## src/design/gct_pkg.sv

```systemverilog
// Shared types and constants of the greedy centroid tracker.
// No dependencies; imported by the controller, the datapath and the top level.
`default_nettype none
package gct_pkg;

    localparam int POS_W     = 16;
    localparam int ID_W      = 8;
    localparam int MISS_W    = 8;
    localparam int NUM_IDS   = 256;
    localparam int CFG_IDX_W = 8;
    localparam int CFG_DAT_W = 16;

    localparam logic [CFG_IDX_W-1:0] CFG_MATCH_RADIUS = 8'd0;
    localparam logic [CFG_IDX_W-1:0] CFG_MAX_MISSED   = 8'd1;

    localparam logic [POS_W-1:0]  RADIUS_RESET = 16'd800;
    localparam logic [MISS_W-1:0] MISSED_RESET = 8'd10;
    localparam logic [MISS_W-1:0] MISS_SAT     = 8'hFF;
    localparam logic [ID_W-1:0]   ID_LAST      = 8'hFF;

    typedef enum logic [3:0] {
        ST_IDLE,
        ST_M_ID,
        ST_M_TRK,
        ST_M_DRD,
        ST_M_DIF,
        ST_M_SQ,
        ST_M_CMP,
        ST_M_DEC,
        ST_N_CHK,
        ST_N_RD,
        ST_DONE
    } t_state;

    typedef struct packed {
        logic det_wr;
        logic v_inc;
        logic i_clr;
        logic i_inc;
        logic trk_load;
        logic dif;
        logic sq;
        logic cmp;
        logic match_emit;
        logic miss_upd;
        logic new_emit;
        logic frame_clr;
    } t_cmd;

    typedef struct packed {
        logic v_live;
        logic v_last;
        logic i_end;
        logic i_used;
        logic hit;
        logic out_free;
    } t_stat;

endpackage
`default_nettype wire

```

## src/design/gct_ctrl.sv

```systemverilog
// Frame sequencer of the centroid tracker: match walk, then new-track walk.
// Depends on gct_pkg.
`default_nettype none
module gct_ctrl (
    input  wire logic           i_clk,
    input  wire logic           i_rst_n,
    input  wire logic           i_in_valid,
    input  wire logic           i_mode,
    input  gct_pkg::t_stat      i_stat,
    output logic                o_in_ready,
    output gct_pkg::t_cmd       o_cmd
);
    import gct_pkg::*;

    t_state r_state, n_state;

    always_ff @(posedge i_clk) begin
        if (!i_rst_n) begin
            r_state <= ST_IDLE;
        end else begin
            r_state <= n_state;
        end
    end

    always_comb begin
        n_state    = r_state;
        o_cmd      = '0;
        o_in_ready = 1'b0;
        case (r_state)
            ST_IDLE: begin
                o_in_ready = 1'b1;
                if (i_in_valid) begin
                    if (!i_mode) begin
                        o_cmd.det_wr = 1'b1;
                    end else begin
                        n_state = ST_M_ID;
                    end
                end
            end
            ST_M_ID: begin
                if (i_stat.v_live) begin
                    n_state = ST_M_TRK;
                end else begin
                    o_cmd.v_inc = 1'b1;
                    if (i_stat.v_last) begin
                        o_cmd.i_clr = 1'b1;
                        n_state     = ST_N_CHK;
                    end
                end
            end
            ST_M_TRK: begin
                o_cmd.trk_load = 1'b1;
                n_state        = ST_M_DRD;
            end
            ST_M_DRD: begin
                if (i_stat.i_end) begin
                    n_state = ST_M_DEC;
                end else if (i_stat.i_used) begin
                    o_cmd.i_inc = 1'b1;
                end else begin
                    n_state = ST_M_DIF;
                end
            end
            ST_M_DIF: begin
                o_cmd.dif = 1'b1;
                n_state   = ST_M_SQ;
            end
            ST_M_SQ: begin
                o_cmd.sq = 1'b1;
                n_state  = ST_M_CMP;
            end
            ST_M_CMP: begin
                o_cmd.cmp = 1'b1;
                n_state   = ST_M_DRD;
            end
            ST_M_DEC: begin
                // hold on a match until the output register frees up
                if (!i_stat.hit || i_stat.out_free) begin
                    o_cmd.match_emit = i_stat.hit;
                    o_cmd.miss_upd   = !i_stat.hit;
                    o_cmd.v_inc      = 1'b1;
                    if (i_stat.v_last) begin
                        o_cmd.i_clr = 1'b1;
                        n_state     = ST_N_CHK;
                    end else begin
                        n_state = ST_M_ID;
                    end
                end
            end
            ST_N_CHK: begin
                if (i_stat.i_end) begin
                    n_state = ST_DONE;
                end else if (i_stat.i_used) begin
                    o_cmd.i_inc = 1'b1;
                end else begin
                    n_state = ST_N_RD;
                end
            end
            ST_N_RD: begin
                if (i_stat.out_free) begin
                    o_cmd.new_emit = 1'b1;
                    o_cmd.i_inc    = 1'b1;
                    n_state        = ST_N_CHK;
                end
            end
            ST_DONE: begin
                o_cmd.frame_clr = 1'b1;
                n_state         = ST_IDLE;
            end
            default: begin
                n_state = ST_IDLE;
            end
        endcase
    end
endmodule
`default_nettype wire

```

## config.mk

```make
export PLATFORM = sky130hd
export DESIGN_NAME = gct_ctrl
export DESIGN_NICKNAME = d
export VERILOG_FILES = /design/src/design/gct_pkg.sv /design/src/design/gct_ctrl.sv
export SDC_FILE = /design/constraint.sdc
export NUM_CORES = 1
export LEC_CHECK = 0
export BUFFER_PORTS_ARGS = -buffer_cell sky130_fd_sc_hd__buf_2
export CAP_MARGIN = 30
export CORE_MARGIN = 4
export CORE_UTILIZATION = 30
export CTS_CLUSTER_DIAMETER = 30
export DETAILED_ROUTE_END_ITERATION = 6
export PLACE_DENSITY = 0.68
export SETUP_SLACK_MARGIN = 0.1
export SLEW_MARGIN = 20
export SYNTH_ARGS = -nofsm -noshare
export SYNTH_HDL_FRONTEND = slang
export SYNTH_SLANG_ARGS = --single-unit
```

## constraint.sdc

```tcl
create_clock -name i_clk -period 3.2 [get_ports i_clk]
set_input_delay 0.64 -clock i_clk [delete_from_list [all_inputs] [get_ports i_clk]]
set_output_delay 0.64 -clock i_clk [all_outputs]
set_load 0.005 [all_outputs]
```

======== Word level (Yosys, flattened, before mapping) ========
Index checks and enable logic that the tools add are counted.
W data, S select, Z words.
storage, ports and cells
  output and inout bits ................... 13
  input bits .............................. 10
  logic and storage cells ................. 56
  bits in registers ....................... 4
operators by class
  eq/ne operators ......................... 17
  muxes and demuxes ....................... 32
  reduce and logical (&&, ||, !) cells .... 6
operators by type and width
  operator              number
  $mux W4               11
  $pmux W4 S9           1
  $eq A4 B3 Y1 const B  4
  $mux W1               14
  $eq A4 B4 Y1 const B  3
  $ne A3 B3 Y1 const B  3
  $eq A4 B2 Y1 const B  2
  $mux W2               4
  $ne A2 B2 Y1 const B  4
  $reduce_and A7 Y1     1
  $eq A4 B1 Y1 const B  1
  $logic_not A4 Y1      1
  $pmux W2 S2           1
  $reduce_or A2 Y1      2
  $pmux W1 S2           1
  $logic_not A1 Y1      1
  $logic_or A1 B1 Y1    1

======== Depth between registers and ports, before layout ========
Gate-level depths: netlist (run 1).
  depth in word-level cells ............... 4
  gate-level depth with buffers ........... 5
  depth with buffers taken out ............ 4

======== Worst setup path after synthesis (run 1) ========
Ideal clock, no wire load.
  kind .................................... reg2out
  start point ............................. register r_state[0]
  end point ............................... output o_cmd[8] (netlist name)
  arrival time ............................ 1.258 ns
  slack ................................... 1.302 ns
  stages on the path, launching flop included .. 4
  required time ........................... 2.560 ns
  cell sequence ........................... dfxtp_1 or3b_4 a2111oi_4 or2_1
RTL lines
  element                 line            text
  start, declared         gct_ctrl.sv:15  t_state r_state, n_state;
  start signal, assigned  gct_ctrl.sv:21  r_state <= n_state;
  end, declared           gct_ctrl.sv:11  output gct_pkg::t_cmd o_cmd

==> results of run 1 <==
## per-stage QoR
step / total power, µW / setup WS, ns / cells
4_1_cts: 408 / 0.698 / 102
6_report: 401 / 0.692 / 102
5_1_grt: 450 / 0.585 / 102
2_1_floorplan: 291 / 1.30 / 65
3_3_place_gp: 341 / 0.968 / 99
3_5_place_dp: 344 / 0.942 / 99
## cell usage in the layout, fill, tap and decap left out, types with 2 or more instances in the layout
cell,n
nor3_1,4
dfxtp_1,4
a21oi_1,2
or2_1,2
nand2b_1,8
nor2_1,9
clkbuf_4,3
buf_2,22
inv_1,5
nand2_1,3
or3_1,2
## kinds of logic (layout without fill, tap and decap cells)
group           count (synthesis)  count (layout)  share of synthesized area
simple gates                   37              37                      0.431
mux                             1               1                     0.0209
compound gates                 14              14                      0.285
flops                           4               4                      0.167
buf+inv                         9              30                     0.0966
## area by class of cell
| class | count | area (µm²) |
|---|---|---|
| repair buffers | 22 | 110 |
| inverters | 5 | 18.8 |
| fillers | 164 | 902 |
| clock buffers | 3 | 22.5 |
| multi-input cells | 52 | 353 |
| well taps | 16 | 20.0 |
| flip-flops and latches | 4 | 80.1 |
## power by group
| group | internal, µW | switching (µW) |
|---|---|---|
| logic | 112 | 99.9 |
| clock network | 41.8 | 18.2 |
| registers | 68.1 | 61.0 |
| total | 222 | 179 |
## how the worst max path moves through the flow
stage                                       start  endpoint  slack [ns]  cells after the start
final                     r_state[3]$_SDFFE_PN0P_  o_cmd[8]        0.69                      4
after global routing      r_state[3]$_SDFFE_PN0P_  o_cmd[8]        0.58                      4
after global placement    r_state[3]$_SDFFE_PN0P_  o_cmd[8]        0.97                      4
after CTS                 r_state[3]$_SDFFE_PN0P_  o_cmd[8]        0.70                      4
after detailed placement  r_state[3]$_SDFFE_PN0P_  o_cmd[8]        0.94                      4
after floorplan           r_state[0]$_SDFFE_PN0P_  o_cmd[8]        1.30                      3
## layer usage
layer	share of wire	global-route usage
met5	0	0
met2	0.49	0.150
met1	0.43	0.138
met3	0.066	0.0226
met4	0.014	0.0806
## worst min-delay path, stage by stage (launching register included)
cell	delay, ns
dfxtp_1	0.43
nand2_1	0.11
mux2i_1	0.05
==> results.cfg, run 1 <==
[sta]
rsz0062_at_grt = false
setup_violations = 0
relSlewSlack = 0.697
clock_skew_ns = 0.000656
whs_ns = 0.648
tightestPinTransition_ns = 0.455
slew_violations = 0
period_share = 0.784
hold_violations = 0
fmax_mhz = 399
fin_tns_setup_ns = 0
period_minus_slack_ns = 2.51

[worst_setup_path]
critPathMaxStageDelay_ns = 0.54
regToRegEndpoint = r_state[2]$_SDFFE_PN0P_
cp_top_family = simple AND/OR/NAND/NOR gates
endpoint_kind = output pin
criticalPathCategory = register to output pin
r2r_start = r_state[3]$_SDFFE_PN0P_
crit_arrival_ns = 1.87
r2r.worst_path.cells = 4
cp_num_buf_inv = 1
worstPathCellList = or3b_4 > a2111oi_4 > or2_1 > buf_2
crit_path_top_delay_cell = dfxtp_1
start_kind = register
reg2reg_slack_ns = 1.43
required_ns = 2.56
cp_max_fo = 14

[clock_tree]
cts_tree = built
cts_sinks = 4
clock_path_buffers = 2
post_cts_resized = 0
cts_made_buffers = 3
root_buffer = clkbuf_4
h-tree-depth = 1
postCtsSetupRepairBufs = 0
clkTransAtPathRegs_ns = 0.03
hold_buffers = 0
clk_latency_ns = 0.23

[floorplan]
start_util = 0.318
die_height_um = 48.0
core-area_mm2 = 0.00151
row_count = 14
die_x_um = 48.0
io_pins = 23
die_area_mm2 = 0.00230

[global_route]
grt_antenna_before_repair = 0
grt_max_degree = 17
gr-total-overflow = 0
grt_pass1_wl_mm = 1.71
grt_pass1_vias = 409
grt_usage = 0.106

[logic_synthesis]
synth_seq_area_share = 0.167
synthTopCellsByCount = nor2_1, nand2b_1, inv_1
synth-edff-count = 0
synthTopCellsByArea = dfxtp_1, nand2b_1, nor2_1
yosysTopAreaCellShare = 0.167
synth_fp_nets = 75
synth_area_leader_cell = dfxtp_1
synthCells = 65
netlist_area_um2 = 479
yosysMostFrequentCell = nor2_1
synthFlopType = dfxtp_1
synth_seq_cells = 4
synthDistinctLibCells = 33
syn_avg_cell_area_um2 = 7.37
ys_warn_count = 0
async_flop_share = 0

[route]
drt_iter0_markers = 16
wire_per_inst_um = 11.6
viasPerCell = 5.29
wl_mm = 1.18
ant_nets = 0
drt_first_pass_iters = 4
num_vias = 540
drc = 0

[power_and_ir_drop]
peakVddDrop_mv = 0.346
leakagePower_uw = 0.000274
cellPowerDensity_mw_per_mm2 = 664

[worst_hold_path]
min_from = r_state[0]$_SDFFE_PN0P_
holdPathStages = 2
hold_class = register to register
hold_end = r_state[0]$_SDFFE_PN0P_

[placement]
post-dp-hpwl_um = 944
placed_cell_area_um2 = 582
gp_congestion = 0.726
io_buffers = 22

[outcome]
status = complete, no violations

[finish]
biggestRegsByFlops = r_state x4
syn_to_final_growth_pct = 26.1
antennaDiodeCount = 0
postLayoutCellArea_um2 = 604
largest_reg_flops = 4
fin_util = 0.401
regMostFlops = r_state
fin_nets = 98
drive_above_1_share = 0.337

[flow_run]
drv_cap = 0
(Power assumes the default switching activity.)
==> inputs of run 2 (changes only) <==
ABC_AREA = 1   (was not set)
clock period = 2.4 ns   (was 3.2 ns; I/O delays follow)
==> run 2 against run 1 <==
Net effect: sequential share of layout area is 0.82 points lower; first-iteration DRC count is 75% lower; combinational power is 60% higher; hold slack worse by 0.14 ns; sequential power is 9% lower; global-route usage is 1.2 points higher; critical endpoint unchanged; highest routed layer unchanged.
==> results.cfg, run 2 <==
[outcome]
status = complete, no violations

[sta]
slew_violations = 0
tightestPinTransition_ns = 0.404
rsz0062_at_grt = false
period_minus_slack_ns = 1.89
relSlewSlack = 0.730
period_share = 0.788
worst_slack_ns = 0.509
setup_violations = 0
fmax_mhz = 529
hold_violations = 0
clock_skew_ns = 0.00313
fin_tns_setup_ns = 0

[finish]
syn_to_final_growth_pct = 31.0
antennaDiodeCount = 0
biggestRegsByFlops = r_state x4
fin_nets = 126
final_common_cell = buf_2
seq_area_um2 = 80.1
layout_common_cells = buf_2, nand2_1, inv_1, nand3_1, nor2_1
largest_reg_flops = 4
drive_above_1_share = 0.342
postLayoutCellArea_um2 = 644
finalNonFillerCells = 130
regMostFlops = r_state
multi_input_comb_area_um2 = 348
fillers = 179

[placement]
io_buffers = 22
place_ws_ns = 0.726
dp_cells = 127
post-dp-hpwl_mm = 1.08
gp_congestion = 0.858
placed_cell_area_um2 = 622

[worst_setup_path]
crit_top_cell = nand2_1
cp_max_fo = 7
required_ns = 1.92
crit_path_top_delay_cell = dfxtp_1
r2r_start = r_state[1]$_SDFFE_PN0P_
crit_start = r_state[1]$_SDFFE_PN0P_
worstPathCellList = nand2_1 > inv_1 > nand3_1 > nand2_1 > or2_2 > buf_2
critPathMaxStageDelay_ns = 0.36
endpoint_kind = output pin
cp_top_family = simple AND/OR/NAND/NOR gates
start_kind = register
crit_arrival_ns = 1.41
cp_num_buf_inv = 2
criticalPathCategory = register to output pin

[floorplan]
die_height_um = 48.5
start_util = 0.323
io_pins = 23
die_area_mm2 = 0.00235
die_x_um = 48.5
core-area_mm2 = 0.00152
row_count = 14

[logic_synthesis]
ys_warn_count = 0
syn_avg_cell_area_um2 = 5.52
synth-edff-count = 0
synthCells = 89
synthFlopType = dfxtp_1
synth_fp_nets = 99
netlist_area_um2 = 492
synthTopCellsByCount = nand2_1, inv_1, nand3_1
yosysMostFrequentCell = nand2_1
synth_area_leader_cell = dfxtp_1
synthDistinctLibCells = 17
async_flop_share = 0
synth_seq_area_share = 0.163
yosysTopAreaCellShare = 0.163
synth_seq_cells = 4
synthTopCellsByArea = dfxtp_1, nand2_1, nand3_1

[power_and_ir_drop]
peakVddDrop_mv = 0.470
power_uw = 537
leakagePower_uw = 0.000386
cellPowerDensity_mw_per_mm2 = 833

[global_route]
grt_usage = 0.118
grt_max_degree = 8
grt_pass1_vias = 626
grt_antenna_before_repair = 0
gr-total-overflow = 0
grt_pass1_wl_mm = 2.37

[route]
wire_per_inst_um = 9.63
drt_iter0_markers = 4
wl_mm = 1.25
routedLengthMet1_um = 575
wl_met2_um = 627
drc = 0
viasPerCell = 4.78
routed.top_layer = met4
num_vias = 622
drt_first_pass_iters = 2
ant_nets = 0
routed-wl-met3_um = 34

[worst_hold_path]
hold_class = register to register
min_from = r_state[0]$_SDFFE_PN0P_

[clock_tree]
post_cts_resized = 0
postCtsSetupRepairBufs = 0
h-tree-depth = 1
cts_sinks = 4
clk_latency_ns = 0.23
cts_made_buffers = 3
hold_buffers = 0
root_buffer = clkbuf_4
cts_tree = built
clock_path_buffers = 2
clkTransAtPathRegs_ns = 0.04

[flow_run]
drv_cap = 0
==> run 2: final cells by class <==
class                           count  area share
Tap cell                           16      0.0311
Timing Repair Buffer               22       0.171
Clock buffer                        3      0.0350
Inverter                           17      0.0990
Multi-Input combinational cell     68       0.540
Sequential cell                     4       0.124
==> run 2: worst paths after layout <==
kind | slack (ns) | endpoint | cells after the start
min | 0.51 | r_state[0]$_SDFFE_PN0P_ | 2
max | 0.51 | o_cmd[8] | 6
min reg2reg | 0.51 | r_state[0]$_SDFFE_PN0P_ | 2
max reg2reg | 1.06 | r_state[0]$_SDFFE_PN0P_ | 7
==> run 2: kinds of logic (layout without fill, tap and decap cells) <==
logic type | count (synthesis) | in the layout | share of synthesized area
AOI/OAI and AO/OA | 12 | 12 | 0.132
buffers and inverters | 17 | 42 | 0.130
DFF | 4 | 4 | 0.163
and+or+nand+nor | 56 | 56 | 0.575
==> run 2: metrics by stage <==
stage	hold slack [ns]	util
global placement	0.487	0.408
finish	0.509	0.423
detailed placement	0.497	0.408
global route	0.537	0.423
CTS	0.503	0.423
floorplan	0.464	-
==> run 2: worst reg2reg max path, stage by stage (launching register included) <==
cell	delay, ns
dfxtp_1	0.36
nor2_1	0.35
nand3b_1	0.15
nand2_1	0.11
nor2_2	0.06
nand2_2	0.07
nand2_1	0.05
a21oi_1	0.13
==> run 2: power breakdown <==
part / switching (µW) / total, µW / internal (µW)
Sequential: 29.3 / 117 / 87.6
Clock: 24.0 / 79.7 / 55.7
Combinational: 217 / 340 / 123
Total: 271 / 537 / 266
==> run 2: per-layer routing <==
layer	global-route usage	vias to the layer above
met5	0	-
met4	0.0404	0
met3	0.0337	2
met2	0.198	8
met1	0.144	280
li1	-	332
